**src/design/wmfm_pkg.sv**
```systemverilog
package wmfm_pkg;

  localparam int WINDOW_MAX_DEF   = 65536;
  localparam int SAMPLE_WIDTH_DEF = 32;

  localparam int CNT_W    = 17;
  localparam int SAMP_W   = 32;
  localparam int EVW_W    = 32;
  localparam int CFG_AW   = 2;
  localparam int CFG_DW   = 32;
  localparam int IN_DW    = 72;
  localparam int OUT_DW   = 56;

  localparam logic [2:0] OP_GE = 3'd1;
  localparam logic [2:0] OP_GT = 3'd2;
  localparam logic [2:0] OP_LE = 3'd3;
  localparam logic [2:0] OP_LT = 3'd4;
  localparam logic [2:0] OP_EQ = 3'd5;
  localparam logic [2:0] OP_NE = 3'd6;

  localparam logic [CFG_AW-1:0] CFG_COMPARE_OP = 2'd0;
  localparam logic [CFG_AW-1:0] CFG_THRESHOLD  = 2'd1;
  localparam logic [CFG_AW-1:0] CFG_MIN_GOOD   = 2'd2;
  localparam logic [CFG_AW-1:0] CFG_EVENT_BIT  = 2'd3;

  typedef enum logic [1:0] {
    ST_IDLE,
    ST_CMP,
    ST_DIV,
    ST_HOLD
  } state_t;

endpackage

```
**src/design/wmfm_div.sv**
```systemverilog
module wmfm_div
  import wmfm_pkg::*;
(
  input  logic             clk,
  input  logic             rst_n,
  input  logic             start,
  input  logic [CNT_W-1:0] dividend,
  input  logic [CNT_W-1:0] divisor,
  output logic             done,
  output logic [CNT_W-1:0] quotient
);

  // restoring division of (dividend << 16) by divisor, dividend <= divisor,
  // one quotient bit per cycle
  localparam int STEPS = CNT_W;

  logic             busy_r;
  logic [4:0]       step_r;
  logic [CNT_W:0]   rem_r;
  logic [CNT_W:0]   div_r;
  logic [CNT_W-1:0] q_r;
  logic             done_r;
  logic             fit;
  logic [CNT_W:0]   rem_sub;

  assign fit     = rem_r >= div_r;
  assign rem_sub = fit ? (rem_r - div_r) : rem_r;

  always_ff @(posedge clk) begin
    if (!rst_n) begin
      busy_r <= 1'b0;
      done_r <= 1'b0;
      step_r <= '0;
    end else begin
      done_r <= 1'b0;
      if (start) begin
        busy_r <= 1'b1;
        step_r <= '0;
      end else if (busy_r) begin
        if (step_r == 5'(STEPS - 1)) begin
          busy_r <= 1'b0;
          done_r <= 1'b1;
        end
        step_r <= step_r + 5'd1;
      end
    end
  end

  always_ff @(posedge clk) begin
    if (start) begin
      rem_r <= {1'b0, dividend};
      div_r <= {1'b0, divisor};
    end else if (busy_r) begin
      q_r   <= {q_r[CNT_W-2:0], fit};
      rem_r <= {rem_sub[CNT_W-1:0], 1'b0};
    end
  end

  assign done     = done_r;
  assign quotient = q_r;

endmodule

```
**src/design/window_match_fraction_masked.sv**
```systemverilog
// window match fraction with event masking
// in_ channel: one history sample per word; in_tlast closes the window.
//   a sample is skipped when missing or when its event word is present with
//   the selected event bit set; otherwise it counts as good and is compared
//   with the threshold, a true compare counting as a match.
// out_ channel: one word per window, given after the word carrying in_tlast:
//   matched/good as unsigned Q1.16 (zero when too few good), both counts and
//   the enough flag.
// cfg_ port: single-cycle register writes; the user must make them only while
//   the block is idle, which the block itself does not enforce.
// in_ channel stays closed while the bit-serial compare shifts sample and
//   threshold one bit per cycle over 32 bits and, after the last word of a
//   window, while the division shifts one quotient bit per cycle over 17 bits,
//   until the result is loaded into the output register.
// reset: counters cleared, registers to their defaults (compare ge, rest 0).
// the result sits in an output register, so samples of the next window keep
//   flowing while the receiver stalls; only a second result waits for space.
module window_match_fraction_masked
  import wmfm_pkg::*;
#(
  parameter int WINDOW_MAX   = WINDOW_MAX_DEF,
  parameter int SAMPLE_WIDTH = SAMPLE_WIDTH_DEF
) (
  input  logic              clk,
  input  logic              rst_n,
  input  logic              in_tvalid,
  output logic              in_tready,
  // sample_value[31:0], sample_missing[32], event_present[33], event_word[65:34]
  input  logic [IN_DW-1:0]  in_tdata,
  input  logic              in_tlast,
  output logic              out_tvalid,
  input  logic              out_tready,
  // match_ratio[16:0], good_total[33:17], match_total[50:34], enough_good[51]
  output logic [OUT_DW-1:0] out_tdata,
  input  logic              cfg_we,
  input  logic [CFG_AW-1:0] cfg_addr,
  input  logic [CFG_DW-1:0] cfg_wdata
);

  localparam int SB    = (SAMPLE_WIDTH > SAMP_W) ? SAMP_W : SAMPLE_WIDTH;
  localparam int CAP_I = (WINDOW_MAX < 131071) ? WINDOW_MAX : 131071;
  localparam logic [CNT_W-1:0] CAP = CAP_I[CNT_W-1:0];

  // configuration
  logic [2:0]        op_r;
  logic [SAMP_W-1:0] thr_r;
  logic [CNT_W-1:0]  min_good_r;
  logic [4:0]        ev_bit_r;

  always_ff @(posedge clk) begin
    if (!rst_n) begin
      op_r       <= OP_GE;
      thr_r      <= '0;
      min_good_r <= '0;
      ev_bit_r   <= '0;
    end else if (cfg_we) begin
      case (cfg_addr)
        CFG_COMPARE_OP: op_r       <= cfg_wdata[2:0];
        CFG_THRESHOLD:  thr_r      <= cfg_wdata[SAMP_W-1:0];
        CFG_MIN_GOOD:   min_good_r <= cfg_wdata[CNT_W-1:0];
        CFG_EVENT_BIT:  ev_bit_r   <= cfg_wdata[4:0];
        default: ;
      endcase
    end
  end

  // input fields
  logic [SAMP_W-1:0] in_sample;
  logic              in_missing;
  logic              in_present;
  logic [EVW_W-1:0]  in_word;
  logic [SAMP_W-1:0] samp_ext;
  logic              in_good;

  assign in_sample  = in_tdata[SAMP_W-1:0];
  assign in_missing = in_tdata[SAMP_W];
  assign in_present = in_tdata[SAMP_W+1];
  assign in_word    = in_tdata[SAMP_W+2+EVW_W-1:SAMP_W+2];
  assign in_good    = !in_missing && !(in_present && in_word[ev_bit_r]);

  always_comb begin
    for (int i = 0; i < SAMP_W; i++) begin
      samp_ext[i] = (i < SB) ? in_sample[i] : in_sample[SB-1];
    end
  end

  // control
  state_t state_r, state_nxt;
  logic   in_acc;
  logic   cmp_end;
  logic   div_start;
  logic   div_done;
  logic   out_space;
  logic   out_load;

  logic [4:0]        bit_cnt_r;
  logic [SAMP_W-1:0] samp_sr_r;
  logic [SAMP_W-1:0] thr_sr_r;
  logic              lt_r, eq_r, lt_nxt, eq_nxt;
  logic              good_r, last_r;
  logic              bit_a, bit_b, hit;

  logic [CNT_W-1:0] good_cnt_r, match_cnt_r;
  logic [CNT_W-1:0] good_upd, match_upd;
  logic [CNT_W-1:0] res_good_r, res_match_r;
  logic             res_enough_r, enough_upd;
  logic [CNT_W-1:0] quotient;

  logic              out_valid_r;
  logic [OUT_DW-1:0] out_data_r;

  assign in_acc    = in_tvalid && in_tready;
  assign cmp_end   = (state_r == ST_CMP) && (bit_cnt_r == 5'd31);
  assign out_space = !out_valid_r || out_tready;

  always_comb begin
    state_nxt = state_r;
    case (state_r)
      ST_IDLE: if (in_tvalid) state_nxt = ST_CMP;
      ST_CMP:  if (bit_cnt_r == 5'd31) state_nxt = last_r ? ST_DIV : ST_IDLE;
      ST_DIV:  if (div_done) state_nxt = out_space ? ST_IDLE : ST_HOLD;
      ST_HOLD: if (out_space) state_nxt = ST_IDLE;
      default: state_nxt = ST_IDLE;
    endcase
  end

  always_comb begin
    in_tready = 1'b0;
    out_load  = 1'b0;
    div_start = 1'b0;
    case (state_r)
      ST_IDLE: in_tready = 1'b1;
      ST_CMP:  div_start = (bit_cnt_r == 5'd31) && last_r;
      ST_DIV:  out_load  = div_done && out_space;
      ST_HOLD: out_load  = out_space;
      default: ;
    endcase
  end

  always_ff @(posedge clk) begin
    if (!rst_n) state_r <= ST_IDLE;
    else        state_r <= state_nxt;
  end

  // bit-serial signed compare, lsb first, sign bits flipped on the last bit
  assign bit_a  = samp_sr_r[0] ^ (bit_cnt_r == 5'd31);
  assign bit_b  = thr_sr_r[0] ^ (bit_cnt_r == 5'd31);
  assign lt_nxt = (bit_a != bit_b) ? bit_b : lt_r;
  assign eq_nxt = eq_r && (bit_a == bit_b);

  always_comb begin
    case (op_r)
      OP_GE:   hit = !lt_nxt;
      OP_GT:   hit = !lt_nxt && !eq_nxt;
      OP_LE:   hit = lt_nxt || eq_nxt;
      OP_LT:   hit = lt_nxt;
      OP_EQ:   hit = eq_nxt;
      OP_NE:   hit = !eq_nxt;
      default: hit = 1'b0;
    endcase
  end

  always_ff @(posedge clk) begin
    if (in_acc) begin
      samp_sr_r <= samp_ext;
      thr_sr_r  <= thr_r;
      lt_r      <= 1'b0;
      eq_r      <= 1'b1;
      good_r    <= in_good;
      last_r    <= in_tlast;
      bit_cnt_r <= '0;
    end else if (state_r == ST_CMP) begin
      samp_sr_r <= {1'b0, samp_sr_r[SAMP_W-1:1]};
      thr_sr_r  <= {1'b0, thr_sr_r[SAMP_W-1:1]};
      lt_r      <= lt_nxt;
      eq_r      <= eq_nxt;
      bit_cnt_r <= bit_cnt_r + 5'd1;
    end
  end

  // saturating window counters
  always_comb begin
    good_upd  = good_cnt_r;
    match_upd = match_cnt_r;
    if (good_r) begin
      if (good_cnt_r < CAP) good_upd = good_cnt_r + CNT_W'(1);
      if (hit && match_cnt_r < CAP) match_upd = match_cnt_r + CNT_W'(1);
    end
  end

  assign enough_upd = (good_upd >= min_good_r) && (good_upd != '0);

  always_ff @(posedge clk) begin
    if (!rst_n) begin
      good_cnt_r  <= '0;
      match_cnt_r <= '0;
    end else if (cmp_end) begin
      good_cnt_r  <= last_r ? '0 : good_upd;
      match_cnt_r <= last_r ? '0 : match_upd;
    end
  end

  always_ff @(posedge clk) begin
    if (div_start) begin
      res_good_r   <= good_upd;
      res_match_r  <= match_upd;
      res_enough_r <= enough_upd;
    end
  end

  wmfm_div u_div (
    .clk      (clk),
    .rst_n    (rst_n),
    .start    (div_start),
    .dividend (match_upd),
    .divisor  (good_upd),
    .done     (div_done),
    .quotient (quotient)
  );

  // output register
  always_ff @(posedge clk) begin
    if (!rst_n) begin
      out_valid_r <= 1'b0;
    end else if (out_load) begin
      out_valid_r <= 1'b1;
    end else if (out_tready) begin
      out_valid_r <= 1'b0;
    end
  end

  always_ff @(posedge clk) begin
    if (out_load) begin
      out_data_r <= {4'd0, res_enough_r, res_match_r, res_good_r,
                     res_enough_r ? quotient : {CNT_W{1'b0}}};
    end
  end

  assign out_tvalid = out_valid_r;
  assign out_tdata  = out_data_r;

  a_match_le_good: assert property (@(posedge clk) disable iff (!rst_n)
    match_cnt_r <= good_cnt_r)
    else $error("match count above good count");

  a_no_ratio_when_short: assert property (@(posedge clk) disable iff (!rst_n)
    out_tvalid && !out_tdata[51] |-> out_tdata[16:0] == '0)
    else $error("ratio given without enough good samples");

  a_cmp_runs: assert property (@(posedge clk) disable iff (!rst_n)
    state_r == ST_CMP && bit_cnt_r != 5'd31 |=> state_r == ST_CMP)
    else $error("compare left early");

  a_start_needs_last: assert property (@(posedge clk) disable iff (!rst_n)
    div_start |-> last_r && cmp_end)
    else $error("division started outside window end");

endmodule
```
**config.mk**
```make
export PLATFORM = sky130hd
export DESIGN_NAME = window_match_fraction_masked
export DESIGN_NICKNAME = d
export VERILOG_FILES = /design/src/design/wmfm_pkg.sv /design/src/design/wmfm_div.sv /design/src/design/window_match_fraction_masked.sv
export SDC_FILE = /design/constraint.sdc
export NUM_CORES = 1
export LEC_CHECK = 0
export ABC_CLOCK_PERIOD_IN_PS = 4850
export BUFFER_PORTS_ARGS = -buffer_cell sky130_fd_sc_hd__buf_4
export CAP_MARGIN = 20
export CORE_ASPECT_RATIO = 1.4
export CORE_MARGIN = 2
export CORE_UTILIZATION = 40
export CTS_BUF_LIST = sky130_fd_sc_hd__clkbuf_4 sky130_fd_sc_hd__clkbuf_8
export DETAILED_ROUTE_END_ITERATION = 6
export PLACE_DENSITY_LB_ADDON = 0.12
export SETUP_SLACK_MARGIN = 0.02
export SYNTH_ARGS = -nofsm -noshare
export SYNTH_HDL_FRONTEND = slang
export SYNTH_SLANG_ARGS = --single-unit
```
**constraint.sdc**
```tcl
create_clock -name clk -period 4.85 [get_ports clk]
set_input_delay 0.485 -clock clk [delete_from_list [all_inputs] [get_ports clk]]
set_output_delay 0.485 -clock clk [all_outputs]
set_load 0.05 [all_outputs]
```
==> flow_metrics.py <==
metrics = {
    "grt": {
        "grt_first_pass_wirelength_um": 49700,
        "antenna_found_initial": 1,
        "grt_use_total_pct": 17.1,
        "first_global_vias": 9834,
        "grt-ovfl-total": 0,
        "grt_start_max_net_pins": 88,
    },
    "clock_network": {
        "cts_root_buffer": "clkbuf_8",
        "cts_tree": "built",
        "clk_pin_slew_ns": 0.06,
        "cts_resized": 0,
        "cts_sinks": 296,
        "post-cts-setup-buffer-count": 0,
        "htree_levels": 2,
        "cts_inserted_buffers": 47,
        "clock_latency_ns": 0.59,
        "cts_hold_buf": 0,
        "cts_max_path_buffers": 3,
    },
    "critical_path": {
        "crit_chain": "ha_1 > fa_1 > nand2b_1 > a211oi_1 > o311ai_0 > o211a_1 > inv_1 > mux2_2 > mux2_2",
        "crit_cells": 9,
        "crit_path_end_kind": "flop",
        "critical-path-top-delay-family": "compound AO/OA/AOI/OAI gates",
        "crit_arrival_ns": 4.08,
        "critical_path_class": "flop to flop",
        "cp_max_fo": 19,
        "cp_slowest_cell": "a211oi_1",
        "cpMostUsedCell": "mux2_2",
        "required_ns": 5.19,
        "start_kind": "flop",
        "path_buf_inv": 1,
        "cp_slowest_stage_delay_ns": 0.46,
        "r2r_cells": 9,
    },
    "floorplanning": {
        "die_x_um": 161,
        "die_area_um2": 36200,
        "num_rows": 80,
        "initial_core_util_pct": 40.7,
        "dieHeight_um": 224,
        "core_area_um2": 34100,
        "ioPinCount": 170,
    },
    "timing": {
        "skew_ns": 0.0335,
        "finalHoldViolCount": 0,
        "post-route-period-util_pct": 77.0,
        "rsz0062_at_grt": "no",
        "drv_slew": 0,
        "finalSetupTns_ns": 0,
        "period_minus_slack_ns": 3.73,
        "slew_headroom_pct": 42.2,
        "fmax_mhz": 268,
        "worst_pin_slew_ns": 0.865,
        "layout_setup_ws_ns": 1.12,
        "setup_viol": 0,
    },
    "route": {
        "drc": 0,
        "first_pass_iters": 7,
        "routed_wl_um": 31100,
        "vias": 10004,
        "detail_route.wl_per_cell_um": 15.6,
        "vias_per_cell": 5.03,
        "drt_iter0_drc": 547,
        "antenna_left": 0,
    },
    "final_layout": {
        "final_area_um2": 16500,
        "area_delta_synth_final_pct": 19.0,
        "drive_above_1_share_pct": 18.7,
        "nets": 1653,
    },
    "logic_synthesis": {
        "syn_area_per_cell_um2": 10.3,
        "yosysTopAreaCellShare_pct": 40.5,
        "synth-seq-cells": 296,
        "synth_ff_type": "edfxtp_1",
        "ys_types": 71,
        "yosys.area.top_type": "edfxtp_1",
        "synth_cells": 1346,
        "synth_edf_count": 187,
        "synth_seq_area_share_pct": 56.2,
        "synth_area_um2": 13900,
        "yosys_warnings": 0,
        "synthArstFlopShare_pct": 0,
        "synthTopCellsByArea": "edfxtp_1, dfxtp_1, nand2_1, ha_1, a21boi_0",
    },
    "placed_design": {
        "hpwl_um": 21900,
        "placed_cell_area_um2": 15500,
        "io_buffer_count": 159,
        "post-place-ws_ns": 1.20,
        "gp_congestion": 0.868,
    },
    "pwr": {
        "p_leak_nw": 6.53,
        "finalPower_w": 0.00557,
        "p_per_area_nw_per_um2": 337,
        "max-vdd-ir-drop_uv": 188,
    },
    "worst_hold_path": {
        "min_path_type": "input pin to flop",
        "hold_depth": 1,
    },
    "outcome": {
        "outcome": "completed",
    },
    "job": {
        "maxCapViolCount": 0,
    },
}
==> state kept, by name, indices dropped and copies added (netlist names), 2 cells and up <==
signal / cells
u_div.rem_r: 18
u_div.quotient: 17
state_r: 2
res_good_r: 17
bit_cnt_r: 5
thr_sr_r: 32
samp_sr_r: 32
thr_r: 32
res_match_r: 17
match_cnt_r: 17
good_cnt_r: 17
ev_bit_r: 5
out_tdata: 52
op_r: 3
min_good_r: 17
u_div.step_r: 5
==> Yosys cell counts, drive strengths merged, types with 13 or more instances <==
| master | number |
|---|---|
| nand2 | 341 |
| edfxtp | 187 |
| dfxtp | 109 |
| a21boi | 58 |
| clkbuf | 55 |
| inv | 54 |
| nor2 | 54 |
| o21ai | 44 |
| ha | 40 |
| a21oi | 33 |
| and2 | 29 |
| nand3 | 29 |
| xnor2 | 27 |
| nor2b | 24 |
| xor2 | 23 |
| nor3 | 22 |
| a21o | 15 |
| buf | 15 |
| nand4 | 15 |
| nor4 | 13 |
==> per-stage QoR <==
stage / hold slack, ns / cells / utilization (%)
finish: 0.0885 / 1990 / 48.4
global route: 0.0429 / 1990 / 48.4
CTS: 0.0453 / 1988 / 48.4
detailed placement: 0.405 / 1901 / 45.3
global placement: 0.402 / 1901 / 45.3
floorplan: 0.400 / 1349 / -
==> per-layer routing <==
metal | vias up | routed length (um) | global-route usage (%)
met5 | - | 0 | 0
met4 | 0 | 1040 | 7.03
met3 | 67 | 1780 | 3.67
met2 | 276 | 15400 | 30.5
met1 | 4629 | 12900 | 20.1
li1 | 5032 | - | -
==> final cells by class <==
cell class | instances | area (um^2)
diodes | 1 | 2.50
repair buffers | 172 | 1290
multi-input cells | 929 | 5600
inverters | 54 | 203
fillers | 3213 | 17600
clock inverters | 16 | 188
well taps | 451 | 564
clock buffers | 71 | 865
flip-flops and latches | 296 | 7800
==> path summary, 6_finish.rpt <==
path	from	to	slack [ns]
setup / recovery	res_good_r[0]	u_div.rem_r[16]	1.12
hold / removal	in_tlast	last_r	0.09
setup reg to reg	res_good_r[0]	u_div.rem_r[16]	1.12
hold reg to reg	res_match_r[4]	out_tdata[38]	0.41
==> kinds of logic (layout without fill, tap and decap cells) <==
logic type	after synthesis	in the layout	synth area share [%]
AOI/OAI and AO/OA	225	225	11.1
buffers and inverters	124	313	3.62
and+or+nand+nor	582	582	19.3
adders and majority gates	41	41	3.75
muxes	27	27	2.89
xor gates and xnor gates	50	50	3.16
other	1	5	0.0270
DFF	296	296	56.2
==> where the power goes <==
part / leakage [nW] / switching (W) / internal [W] / total (W)
Combinational: 3.39 / 0.000223 / 0.000166 / 0.000389
Clock: 0.541 / 0.000998 / 0.00136 / 0.00235
Sequential: 2.59 / 0.0000433 / 0.00278 / 0.00283
==> layout by cell type (no fill, tap or decap), drive strengths merged, types with 11 or more instances in the layout <==
cell      n
nor2b    24
xnor2    27
a21boi   58
nand4    15
nand3    29
a21o     15
buf     172
xor2     23
a21oi    33
and3     12
nor4     13
edfxtp  187
o21ai    44
clkbuf   71
a22oi    11
and2     29
mux2i    12
nor2     54
nand2   341
ha       40
nor3     22
inv      54
dfxtp   109
(Power assumes the default switching activity.)
